[src/rtl/rapm_pkg.sv]
// ============================================================================
// rapm_pkg
// Shared types and constants for the rotate-add generator with modulo draw.
// ============================================================================
package rapm_pkg;

   localparam int WORD_W      = 32;
   localparam int SEED_ROUNDS = 32;
   localparam int REM_W       = WORD_W + 1;
   localparam int CNT_W       = ($clog2(SEED_ROUNDS) > $clog2(WORD_W)) ?
                                $clog2(SEED_ROUNDS) : $clog2(WORD_W);

   localparam logic [WORD_W-1:0] RESET_HIGH     = 32'hDEAD_BEEF;
   localparam logic [WORD_W-1:0] RESET_LOW      = 32'h0123_4567;
   localparam logic [WORD_W-1:0] ZERO_SEED_HIGH = 32'h6000_9755;
   localparam logic [WORD_W-1:0] ZERO_SEED_T    = 32'hDEAD_BEEF;
   localparam logic [WORD_W-1:0] SEED_XOR_MASK  = 32'hBEAD_29BA;
   localparam int                ROT_AMOUNT     = 16;

   typedef enum logic {
      CMD_SEED = 1'b0,
      CMD_DRAW = 1'b1
   } cmd_type;

   typedef enum logic [2:0] {
      ST_IDLE,
      ST_SEED,
      ST_ADVANCE,
      ST_DIVIDE,
      ST_DONE
   } state_type;

   typedef struct packed {
      logic load;
      logic step;
   } cell_ctrl_type;

   function automatic logic [WORD_W-1:0] rotl(input logic [WORD_W-1:0] v);
      return {v[WORD_W-ROT_AMOUNT-1:0], v[WORD_W-1:WORD_W-ROT_AMOUNT]};
   endfunction

endpackage

[src/rtl/rapm_cell.sv]
// ============================================================================
// rapm_cell
// One bit of the partial remainder and divisor, with its own subtract slice.
// ============================================================================
module rapm_cell (
   input  logic                    clock,
   input  rapm_pkg::cell_ctrl_type ctrl,
   input  logic                    dvs_bit,
   input  logic                    shift_in,
   input  logic                    borrow_in,
   input  logic                    restore,
   output logic                    borrow_out,
   output logic                    rem_bit
);

   logic rem_bit_ff, rem_bit_in;
   logic dvs_bit_ff, dvs_bit_in;
   logic diff;

   assign diff       = shift_in ^ dvs_bit_ff ^ borrow_in;
   assign borrow_out = (~shift_in & dvs_bit_ff) | (~(shift_in ^ dvs_bit_ff) & borrow_in);
   assign rem_bit    = rem_bit_ff;

   always_comb begin
      rem_bit_in = rem_bit_ff;
      dvs_bit_in = dvs_bit_ff;
      if (ctrl.load) begin
         rem_bit_in = 1'b0;
         dvs_bit_in = dvs_bit;
      end else if (ctrl.step) begin
         rem_bit_in = restore ? shift_in : diff;
      end
   end

   always_ff @(posedge clock) begin
      rem_bit_ff <= rem_bit_in;
      dvs_bit_ff <= dvs_bit_in;
   end

endmodule

[src/rtl/rotate_add_prng_modulo.sv]
// ============================================================================
// rotate_add_prng_modulo
// Two-word rotate-add generator: reseed with round loop, draw modulo a range
// through a row of restoring-division bit cells.
// ============================================================================
//  channel  ports                                     direction
//  req      req_valid req_stall req_cmd req_operand   in
//  rsp      rsp_valid rsp_stall rsp_random_value      out
//
//  Reseed: SEED_ROUNDS rounds in the seed state after acceptance, then the
//  done state loads the result register.
//  Draw: one advance step, then one quotient bit per cycle while dividing,
//  then done; a zero range goes straight to done. Remainder row: 33 cells.
//  One word at a time; req_stall is high from acceptance until the result
//  enters the output register, which a stalled rsp side holds.
//  Synchronous reset loads the generator words and empties the output.
// ============================================================================
module rotate_add_prng_modulo (
   input  logic                         clock,
   input  logic                         reset,
   input  logic                         req_valid,
   output logic                         req_stall,
   input  logic                         req_cmd,
   input  logic [rapm_pkg::WORD_W-1:0]  req_operand,
   output logic                         rsp_valid,
   input  logic                         rsp_stall,
   output logic [rapm_pkg::WORD_W-1:0]  rsp_random_value
);

   localparam int W = rapm_pkg::WORD_W;
   localparam int R = rapm_pkg::REM_W;
   localparam int C = rapm_pkg::CNT_W;

   rapm_pkg::state_type     state_ff, state_in;
   logic [W-1:0]            high_ff, high_in;
   logic [W-1:0]            low_ff, low_in;
   logic [W-1:0]            t_ff, t_in;
   logic [W-1:0]            div_ff, div_in;
   logic [W-1:0]            dvd_ff, dvd_in;
   logic [C-1:0]            cnt_ff, cnt_in;
   logic                    zero_ff, zero_in;
   logic                    rsp_valid_ff, rsp_valid_in;
   logic [W-1:0]            rsp_value_ff, rsp_value_in;
   logic [W-1:0]            round_high;
   rapm_pkg::cell_ctrl_type cell_ctrl;
   logic [R-1:0]            rem;
   logic [R-1:0]            dvs_bits;
   logic [R-1:0]            shift_bits;
   logic [R:0]              borrow;
   logic                    accept;

   assign req_stall        = (state_ff != rapm_pkg::ST_IDLE);
   assign accept           = req_valid && !req_stall;
   assign rsp_valid        = rsp_valid_ff;
   assign rsp_random_value = rsp_value_ff;
   assign round_high       = rapm_pkg::rotl(high_ff) + t_ff;

   assign dvs_bits   = {1'b0, div_ff};
   assign shift_bits = {rem[R-2:0], dvd_ff[W-1]};
   assign borrow[0]  = 1'b0;

   for (genvar i = 0; i < R; i++) begin : g_cell
      rapm_cell u_cell (
         .clock      (clock),
         .ctrl       (cell_ctrl),
         .dvs_bit    (dvs_bits[i]),
         .shift_in   (shift_bits[i]),
         .borrow_in  (borrow[i]),
         .restore    (borrow[R]),
         .borrow_out (borrow[i+1]),
         .rem_bit    (rem[i])
      );
   end

   always_comb begin
      state_in     = state_ff;
      high_in      = high_ff;
      low_in       = low_ff;
      t_in         = t_ff;
      div_in       = div_ff;
      dvd_in       = dvd_ff;
      cnt_in       = cnt_ff;
      zero_in      = zero_ff;
      rsp_valid_in = rsp_valid_ff && rsp_stall;
      rsp_value_in = rsp_value_ff;
      cell_ctrl    = '0;
      case (state_ff)
         rapm_pkg::ST_IDLE: begin
            if (accept) begin
               cnt_in = '0;
               if (req_cmd == rapm_pkg::CMD_SEED) begin
                  zero_in  = 1'b1;
                  state_in = rapm_pkg::ST_SEED;
                  if (req_operand == '0) begin
                     high_in = rapm_pkg::ZERO_SEED_HIGH;
                     t_in    = rapm_pkg::ZERO_SEED_T;
                  end else begin
                     high_in = req_operand ^ rapm_pkg::SEED_XOR_MASK;
                     t_in    = req_operand;
                  end
               end else if (req_operand == '0) begin
                  zero_in  = 1'b1;
                  state_in = rapm_pkg::ST_DONE;
               end else begin
                  zero_in  = 1'b0;
                  high_in  = rapm_pkg::rotl(high_ff) + low_ff;
                  div_in   = req_operand;
                  state_in = rapm_pkg::ST_ADVANCE;
               end
            end
         end
         rapm_pkg::ST_SEED: begin
            high_in = round_high;
            t_in    = t_ff + round_high;
            cnt_in  = cnt_ff + 1'b1;
            if (cnt_ff == C'(rapm_pkg::SEED_ROUNDS - 1)) begin
               low_in   = t_ff + round_high;
               state_in = rapm_pkg::ST_DONE;
            end
         end
         rapm_pkg::ST_ADVANCE: begin
            low_in         = low_ff + high_ff;
            dvd_in         = high_ff;
            cell_ctrl.load = 1'b1;
            state_in       = rapm_pkg::ST_DIVIDE;
         end
         rapm_pkg::ST_DIVIDE: begin
            cell_ctrl.step = 1'b1;
            dvd_in         = {dvd_ff[W-2:0], 1'b0};
            cnt_in         = cnt_ff + 1'b1;
            if (cnt_ff == C'(W - 1)) begin
               state_in = rapm_pkg::ST_DONE;
            end
         end
         rapm_pkg::ST_DONE: begin
            if (!rsp_valid_ff || !rsp_stall) begin
               rsp_valid_in = 1'b1;
               rsp_value_in = zero_ff ? '0 : rem[W-1:0];
               state_in     = rapm_pkg::ST_IDLE;
            end
         end
         default: begin
            state_in = rapm_pkg::ST_IDLE;
         end
      endcase
   end

   always_ff @(posedge clock) begin
      if (reset) begin
         state_ff     <= rapm_pkg::ST_IDLE;
         high_ff      <= rapm_pkg::RESET_HIGH;
         low_ff       <= rapm_pkg::RESET_LOW;
         rsp_valid_ff <= 1'b0;
         cnt_ff       <= '0;
      end else begin
         state_ff     <= state_in;
         high_ff      <= high_in;
         low_ff       <= low_in;
         rsp_valid_ff <= rsp_valid_in;
         cnt_ff       <= cnt_in;
      end
   end

   always_ff @(posedge clock) begin
      t_ff         <= t_in;
      div_ff       <= div_in;
      dvd_ff       <= dvd_in;
      zero_ff      <= zero_in;
      rsp_value_ff <= rsp_value_in;
   end

endmodule
[config.mk]
export PLATFORM = sky130hd
export DESIGN_NAME = rotate_add_prng_modulo
export DESIGN_NICKNAME = d
export VERILOG_FILES = /design/src/rtl/rapm_pkg.sv /design/src/rtl/rapm_cell.sv /design/src/rtl/rotate_add_prng_modulo.sv
export SDC_FILE = /design/constraint.sdc
export NUM_CORES = 1
export LEC_CHECK = 0
export BUFFER_PORTS_ARGS = -buffer_cell sky130_fd_sc_hd__buf_2
export CAP_MARGIN = 30
export CORE_MARGIN = 2
export CORE_UTILIZATION = 67
export DETAILED_ROUTE_END_ITERATION = 6
export GPL_TIMING_DRIVEN = 0
export PLACE_DENSITY = 0.94
export REMOVE_ABC_BUFFERS = 1
export SETUP_SLACK_MARGIN = 0.1
export SYNTH_ARGS = -nofsm -noshare
export SYNTH_HDL_FRONTEND = slang
export SYNTH_HIERARCHICAL = 1
export SYNTH_SLANG_ARGS = --single-unit
[constraint.sdc]
create_clock -name clock -period 41.3 [get_ports clock]
set_input_delay 6.195 -clock clock [delete_from_list [all_inputs] [get_ports clock]]
set_output_delay 6.195 -clock clock [all_outputs]
set_load 0.05 [all_outputs]
Word level (Yosys, flattened, before mapping). Index checks and enable logic that the tools add are counted.

Register bits: 266. Input bits: 37. Output and inout bits: 34.

Add/sub/neg operators: 5. Equality and inequality tests: 11. Multiplexer cells: 57. Bitwise operators: 224. Reductions and logical operators: 22.

Operators by type and width (count): 32-bit 2-to-1 mux (8); 32-bit case mux with 2 select lines (4); 32-bit adder (4); 1-bit NOT (65); 1-bit bitwise AND (64); 1-bit XOR (63); 1-bit 2-to-1 mux (37); 32-bit zero test (1); 1-bit OR (31); 19-bit NOT (1); 3-bit 2-to-1 mux (5); 3-bit case mux with 4 select lines (1); 5-bit case mux with 2 select lines (1); 3-bit AND reduction (3); 2-bit != test (second input constant) (4); 2-bit AND reduction (4); 2-bit nonzero test (4); 3-bit by 2-bit == test with 1-bit output (second input constant) (2); 5-bit by 1-bit adder with 5-bit output (second input constant) (1); 5-bit == test (second input constant) (1); 5-bit 2-to-1 mux (1); 4-bit AND reduction (1); 3-bit by 1-bit == test with 1-bit output (second input constant) (1); 3-bit == test (second input constant) (1); other kinds (8) (11).

Depth between registers and ports, before layout. Gate-level depths: netlist of the first run.

Depth in word-level cells: 66. Gate-level depth with buffers: 101.

By module. The synthesis of the first run kept the hierarchy.

By module, submodules not included: rotate_add_prng_modulo (times used 1, cells each 1687, area each 15018.2 µm²); rapm_cell (times used 33, cells each 9, area each 107.6 µm²).

Least setup slack after synthesis of the first run. OpenSTA, ideal clock, no wires.

Kind: flip-flop to flip-flop. Start: reg dvd_ff[31]. End: reg g_cell[0].u_cell.rem_bit_ff. Arrival time: 16.201 ns. Path slack: 24.821 ns. Stages on the path, launching flop included: 101. Buffers on the path: 0. Path through: edfxtp_1 -> fa_1 -> inv_1 -> inv_1 -> fa_1 -> inv_1 -> inv_1 -> fa_1 -> inv_1 -> inv_1 -> fa_1 -> inv_1 -> inv_1 -> fa_1 -> inv_1 -> inv_1 -> fa_1 -> inv_1 -> [... 65 more ...] -> inv_1 -> inv_1 -> fa_1 -> inv_1 -> inv_1 -> fa_1 -> inv_1 -> inv_1 -> fa_1 -> inv_1 -> inv_1 -> fa_1 -> inv_1 -> inv_1 -> fa_1 -> inv_1 -> mux2i_1 -> a211oi_2.

Word-level cells in the longest chain between the ends: 66.

Ends and longest elaborated chain: from (decl) (RTL line rotate_add_prng_modulo.sv:39) `logic [W-1:0] dvd_ff, dvd_in;`; from (signal assigned) (RTL line rotate_add_prng_modulo.sv:167) `dvd_ff <= dvd_in;`; 1-bit NOT (RTL line rapm_cell.sv:21) `assign borrow_out = (~shift_in & dvs_bit_ff) | (~(shift_in ^ dvs_bit_ff) & borrow_in);`; 1-bit bitwise AND (RTL line rapm_cell.sv:21); named net borrow[1] (RTL line rotate_add_prng_modulo.sv:49) `logic [R:0] borrow;`; 1-bit bitwise AND (RTL line rapm_cell.sv:21); 1-bit OR (RTL line rapm_cell.sv:21); named net borrow[2] (RTL line rotate_add_prng_modulo.sv:49); 1-bit bitwise AND (RTL line rapm_cell.sv:21); 1-bit OR (RTL line rapm_cell.sv:21); named net borrow[3] (RTL line rotate_add_prng_modulo.sv:49); [... 2 more ...]; named net borrow[4] (RTL line rotate_add_prng_modulo.sv:49); [... 2 more ...]; named net borrow[5] (RTL line rotate_add_prng_modulo.sv:49); [... 2 more ...]; named net borrow[6] (RTL line rotate_add_prng_modulo.sv:49); [... 2 more ...]; named net borrow[7] (RTL line rotate_add_prng_modulo.sv:49); [... 2 more ...]; named net borrow[8] (RTL line rotate_add_prng_modulo.sv:49); [... 2 more ...]; named net borrow[9] (RTL line rotate_add_prng_modulo.sv:49); [... 2 more ...]; named net borrow[10] (RTL line rotate_add_prng_modulo.sv:49); [... 2 more ...]; named net borrow[11] (RTL line rotate_add_prng_modulo.sv:49); [... 2 more ...]; named net borrow[12] (RTL line rotate_add_prng_modulo.sv:49); [... 2 more ...]; named net borrow[13] (RTL line rotate_add_prng_modulo.sv:49); [... 2 more ...]; named net borrow[14] (RTL line rotate_add_prng_modulo.sv:49); [... 2 more ...]; named net borrow[15] (RTL line rotate_add_prng_modulo.sv:49); [... 2 more ...]; named net borrow[16] (RTL line rotate_add_prng_modulo.sv:49); [... 2 more ...]; named net borrow[17] (RTL line rotate_add_prng_modulo.sv:49); [... 2 more ...]; named net borrow[18] (RTL line rotate_add_prng_modulo.sv:49); [... 2 more ...]; named net borrow[19] (RTL line rotate_add_prng_modulo.sv:49); [... 2 more ...]; named net borrow[20] (RTL line rotate_add_prng_modulo.sv:49); [... 2 more ...]; named net borrow[21] (RTL line rotate_add_prng_modulo.sv:49); [... 2 more ...]; named net borrow[22] (RTL line rotate_add_prng_modulo.sv:49); [... 2 more ...]; named net borrow[23] (RTL line rotate_add_prng_modulo.sv:49); [... 2 more ...]; named net borrow[24] (RTL line rotate_add_prng_modulo.sv:49); [... 2 more ...]; named net borrow[25] (RTL line rotate_add_prng_modulo.sv:49); [... 2 more ...]; named net borrow[26] (RTL line rotate_add_prng_modulo.sv:49); [... 2 more ...]; named net borrow[27] (RTL line rotate_add_prng_modulo.sv:49); [... 2 more ...]; named net borrow[28] (RTL line rotate_add_prng_modulo.sv:49); [... 2 more ...]; named net borrow[29] (RTL line rotate_add_prng_modulo.sv:49); [... 2 more ...]; named net borrow[30] (RTL line rotate_add_prng_modulo.sv:49); [... 1 more ...]; 1-bit OR (RTL line rapm_cell.sv:21); named net borrow[31] (RTL line rotate_add_prng_modulo.sv:49); 1-bit bitwise AND (RTL line rapm_cell.sv:21); 1-bit OR (RTL line rapm_cell.sv:21); named net borrow[32] (RTL line rotate_add_prng_modulo.sv:49); 1-bit bitwise AND (RTL line rapm_cell.sv:21); named net borrow[33] (RTL line rotate_add_prng_modulo.sv:49); 1-bit 2-to-1 mux (RTL line rapm_cell.sv:31) `rem_bit_in = restore ? shift_in : diff;`; to (signal assigned) (RTL line rapm_cell.sv:36) `rem_bit_ff <= rem_bit_in;`; to (decl) (RTL line rapm_cell.sv:16) `logic rem_bit_ff, rem_bit_in;`.

The timed path passes the listed nets, and every way through them passes these cells. A chain may end at the register's enable or synchronous reset.

Final worst setup path of the first run. Same ends and word-level chain as after synthesis.

==> flow_metrics.py, run 1 <==
metrics = {
    "sta": {
        "tightest_slew_ns": 1.12,
        "rsz0062_at_grt": "false",
        "hold_violations": 0,
        "finalCritPeriodShare_pct": 42.4,
        "timing.final.crit_period_ns": 17.52,
        "finalSetupViolCount": 0,
        "setup_tns_ns": 0,
        "fmax_mhz": 57.1,
        "slew_viol_final": 0,
        "finClkSkew_ns": 0.0104,
        "maxSlewHeadroom_pct": 25.3,
    },
    "placed_design": {
        "placedCellCount": 2324,
        "port_buffers": 70,
        "hpwl_um": 39800,
        "gp_congestion": 0.984,
    },
    "synthesis": {
        "synthesis.area_sq_um": 18500,
        "yosysWarningCount": 6,
        "syn_avg_cell_area_sq_um": 9.35,
        "netlist_instances": 1980,
    },
    "floorplan": {
        "dieWidth_um": 170,
        "die_area_sq_um": 29000,
        "rows": 60,
        "ioPinCount": 71,
        "initial_core_util_pct": 68.5,
        "core_area_sq_um": 27000,
        "dieHeight_um": 170,
    },
    "final_layout": {
        "fin_nets": 2219,
        "n_antenna_cell": 0,
        "area_growth_pct": 9.49,
        "layout-drive-gt1-share_pct": 10.7,
        "final_cells": 2376,
    },
    "grt": {
        "busiest_layer": "met2",
        "gr-total-overflow": 0,
        "grt_use_met2_pct": 59.7,
        "gr-usage-all-layers_pct": 37.6,
        "met1_usage_pct": 48.8,
        "antenna_found_initial": 0,
        "use_met3_pct": 9.72,
        "grt_max_degree": 95,
        "grt_pass1_vias": 15274,
        "grt_pass1_wl_um": 83800,
    },
    "worst_setup_path": {
        "cp_common_cell": "inv_1",
        "cp_max_fo": 32,
        "ff2ff_path_depth": 100,
        "r2r_start": "dvd_ff[31]",
        "critPathArrivalTime_ns": 17.94,
        "critPathCaptureType": "flip-flop",
        "cp_top_family": "adder cells",
        "path_class": "reg -> reg",
        "critPathBufInv": 65,
        "r2r_setup_slack_ns": 23.78,
        "r2r-end": "g_cell[0].u_cell/rem_bit",
        "cpPeakStageDelay_ns": 0.68,
        "slowest_stage": "inv_2",
        "critPathRequiredTime_ns": 41.72,
        "start_kind": "flip-flop",
    },
    "clocking": {
        "clock_latency_ns": 0.56,
        "clkSinkCount": 267,
        "clockRootBuffer": "clkbuf_16",
        "path_clk_slew_ns": 0.06,
        "cts-hold-fix-buffers": 0,
        "cts_setup_buffers": 0,
        "cts_tree": "yes",
        "cts_resized": 0,
        "clock_path_buffers": 3,
        "cts_buffers": 29,
        "cts-htree-levels": 1,
    },
    "min_path": {
        "whs_endpoint": "g_cell[9].u_cell/dvs_bit_ff",
        "min_from": "div_ff[9]",
        "hold_depth": 0,
        "hp-class": "reg -> reg",
    },
    "run_status": {
        "outcome": "complete, but fails checks",
        "violations": "DRC",
    },
    "route": {
        "vias_per_cell": 6.86,
        "antenna_left": 0,
        "routed_wl_um": 54800,
        "dr.pass1.iters": 7,
        "drc_errors": 12,
        "drt_iter0_drc": 1976,
        "route.vias.total": 16306,
        "wire_per_inst_um": 23.1,
    },
    "job": {
        "maxCapViolations": 0,
    },
}
flip-flops by register name, indices dropped and copies added, names as in the netlist, 3 cells and up:
signal,cells
div_ff,32
high_ff,32
low_ff,32
cnt_ff,5
state_ff,3
rsp_random_value,32
g_cell.u_cell/rem_bit,32
dvd_ff,32
g_cell.u_cell/dvs_bit_ff,33
t_ff,32
cells in the final DEF (no fill, tap or decap), types with 42 or more instances in the layout:
master / n
nor2_1: 160
a21oi_1: 165
nand2_1: 133
inv_1: 133
edfxtp_1: 162
xnor2_1: 57
buf_2: 70
o21ai_0: 126
a21o_1: 63
xor2_1: 46
mux2i_1: 42
nor2b_1: 45
dfxtp_1: 105
nor3_1: 55
ha_1: 131
metal layers:
metal | vias to the layer above | share of wire (%)
met1 | 7763 | 38
met5 | - | 0
met2 | 988 | 45
met3 | 196 | 12
met4 | 0 | 5.0
li1 | 7359 | -
how the worst max path moves through the flow:
| stage | startpoint | to | slack [ns] | cells past startpoint |
|---|---|---|---|---|
| detailed placement | dvd_ff[31] | g_cell[28].u_cell/rem_bit | 23.89 | 100 |
| floorplan | dvd_ff[31] | g_cell[0].u_cell/rem_bit | 24.92 | 100 |
| CTS | dvd_ff[31] | g_cell[17].u_cell/rem_bit | 23.76 | 100 |
| global route | dvd_ff[31] | g_cell[17].u_cell/rem_bit | 22.81 | 100 |
| global placement | dvd_ff[31] | g_cell[4].u_cell/rem_bit | 24.03 | 100 |
| finish | dvd_ff[31] | g_cell[0].u_cell/rem_bit | 23.78 | 100 |
area by class of cell:
cell class / instances / area (sq um)
Sequential cell: 267 / 6970
Clock inverter: 18 / 198
Timing Repair Buffer: 83 / 617
Fill cell: 1782 / 6750
Inverter: 136 / 513
Tap cell: 341 / 427
Clock buffer: 34 / 764
Multi-Input combinational cell: 1497 / 10800
per-stage QoR:
step	instance area [sq um]	utilization, %	hold WS [ns]	setup slack [ns]
final	20300	75.0	0.416	23.78
after global routing	20300	75.0	0.426	22.81
after CTS	20300	75.0	0.418	23.76
after detailed placement	19300	71.5	0.406	23.89
after global placement	19000	70.2	0.401	24.03
after floorplan	18200	-	0.400	24.92
Power of run 1 is left out: the tool's default activity adds up to more than one toggle a clock period on the data nets, which glitch-free logic cannot reach.
==> run 2: changes to the inputs <==
Settings changed: ABC_AREA from default to 1, CORE_UTILIZATION 67 to 58, PLACE_DENSITY 0.94 to 0.87.
Clock period 41.3 ns to 14.45 ns, I/O delays scaled along.
==> run 2 against run 1 <==
The flow finishes with violations (DRC, setup timing). Register-to-register slack worse by 26 ns. Die area is 28% higher. Area after synthesis is 11% higher. Cell area is 15% higher. Flip-flop and latch count stayed put. Global-route usage is 6.3 points higher. Via count is 33% higher. Fmax is 5.0% higher. Non-clock buffer count is 13 higher. Critical path depth is 7 higher. Setup slack worse by 26 ns. Critical path type unchanged.
==> flow_metrics.py, run 2 <==
metrics = {
    "worst_setup_path": {
        "critPathCaptureType": "flip-flop",
        "critPathArrivalTime_ns": 17.15,
        "cpPeakStageDelay_ns": 0.39,
        "cp_common_cell": "inv_2",
        "slowest_stage": "fa_2",
        "critPathRequiredTime_ns": 14.92,
        "path_class": "reg -> reg",
        "cp_max_fo": 8,
        "start_kind": "flip-flop",
    },
    "grt": {
        "grt_pass1_vias": 20966,
        "grt_max_degree": 66,
        "grt_pass1_wl_um": 121000,
        "antenna_found_initial": 8,
        "gr-usage-all-layers_pct": 43.9,
        "gr-total-overflow": 0,
    },
    "clocking": {
        "cts-htree-levels": 1,
        "clkSinkCount": 267,
        "clock_path_buffers": 3,
        "cts_buffers": 30,
        "cts-hold-fix-buffers": 0,
        "path_clk_slew_ns": 0.08,
        "cts_tree": "yes",
        "clockRootBuffer": "clkbuf_16",
        "clock_latency_ns": 0.61,
    },
    "placed_design": {
        "placedCellCount": 3497,
        "hpwl_um": 58900,
        "gp_congestion": 1.04,
        "pre_cts_slack_ns": -2.57,
        "port_buffers": 70,
    },
    "final_layout": {
        "layout_commonest_cell": "nand2_1",
        "fillers": 2972,
        "regMostFlops": "g_cell.u_cell/dvs_bit_ff",
        "layout-drive-gt1-share_pct": 11.6,
        "area_growth_pct": 12.6,
        "layout_common_cells": "nand2_1, inv_1, nor2_1, nand3_1, a21oi_1",
        "largest_reg_flops": 33,
        "final_cells": 3572,
        "fin_nets": 3289,
    },
    "sta": {
        "timing.final.crit_period_ns": 16.69,
        "fmax_mhz": 59.9,
        "fin_ws_ns": -2.24,
        "maxSlewHeadroom_pct": 33.6,
        "finalCritPeriodShare_pct": 115,
        "setup_tns_ns": -57.35,
        "rsz0062_at_grt": "true",
        "tightest_slew_ns": 0.994,
        "hold_violations": 0,
        "slew_viol_final": 0,
        "finClkSkew_ns": 0.0397,
        "finalSetupViolCount": 32,
    },
    "floorplan": {
        "core_area_sq_um": 35300,
        "dieHeight_um": 193,
        "dieWidth_um": 193,
        "rows": 69,
        "initial_core_util_pct": 58.4,
        "die_area_sq_um": 37100,
        "ioPinCount": 71,
    },
    "synthesis": {
        "yosysWarningCount": 6,
        "syn_avg_cell_area_sq_um": 6.86,
        "synthesis.area_sq_um": 20600,
        "netlist_instances": 3009,
    },
    "run_status": {
        "outcome": "complete, but fails checks",
        "violations": "DRC, setup timing",
    },
    "route": {
        "drt_iter0_drc": 2346,
        "dr.pass1.iters": 7,
        "vias_per_cell": 6.06,
        "antenna_left": 0,
        "routed_wl_um": 85000,
        "drc_errors": 32,
        "route.vias.total": 21661,
        "wire_per_inst_um": 23.8,
    },
    "min_path": {
        "hp-class": "reg -> reg",
    },
    "job": {
        "maxCapViolations": 0,
    },
}
## run 2: final timing paths
kind | end | from | cells after the start | slack, ns
worst max-delay path | g_cell[19].u_cell/rem_bit | g_cell[0].u_cell/dvs_bit_ff | 107 | -2.24
worst min-delay path | g_cell[23].u_cell/dvs_bit_ff | div_ff[23] | 0 | 0.41
worst min register to register | g_cell[23].u_cell/dvs_bit_ff | div_ff[23] | 0 | 0.41
worst max register to register | g_cell[19].u_cell/rem_bit | g_cell[0].u_cell/dvs_bit_ff | 107 | -2.24
## run 2: through the flow
| step | utilization (%) | hold WS, ns | cell area (sq um) |
|---|---|---|---|
| after floorplan | - | 0.400 | 20400 |
| after global placement | 60.3 | 0.401 | 21300 |
| after detailed placement | 61.1 | 0.405 | 21600 |
| after CTS | 65.0 | 0.421 | 23000 |
| after global routing | 65.8 | 0.430 | 23200 |
| final | 65.8 | 0.412 | 23200 |
## run 2: final cells by class
cell class	count	area, sq um	area share [%]
Inverter	499	1900	8.15
Tap cell	461	577	2.48
Sequential cell	267	6970	30.0
Clock inverter	22	251	1.08
Antenna cell	3	7.51	0.0323
Timing Repair Buffer	96	880	3.78
Clock buffer	34	766	3.29
Multi-Input combinational cell	2190	11900	51.2
## run 2: repair_timing
action	4_1_cts	5_1_grt
resized for setup	123	76
endpoints found under the setup margin	32	32
pin swaps	47	62
gates cloned	5	1
buffers inserted	8	1
## run 2: routing by layer
| metal | global-route usage (%) | vias up | share of wire (%) |
|---|---|---|---|
| met5 | 0 | - | 0.051 |
| met4 | 32.1 | 8 | 8.9 |
| met3 | 11.7 | 431 | 13 |
| met2 | 70.4 | 1436 | 44 |
| met1 | 50.5 | 9982 | 34 |
| li1 | - | 9804 | - |
## run 2: worst max-delay path, delay by kind of cell (launching register included)
kind / cells / cell delay [ns]
fa+ha+maj: 33 / 11.38
buf+inv: 71 / 4.14
simple gates: 3 / 0.57
flops: 1 / 0.38
Power of run 2 is left out for the same reason.
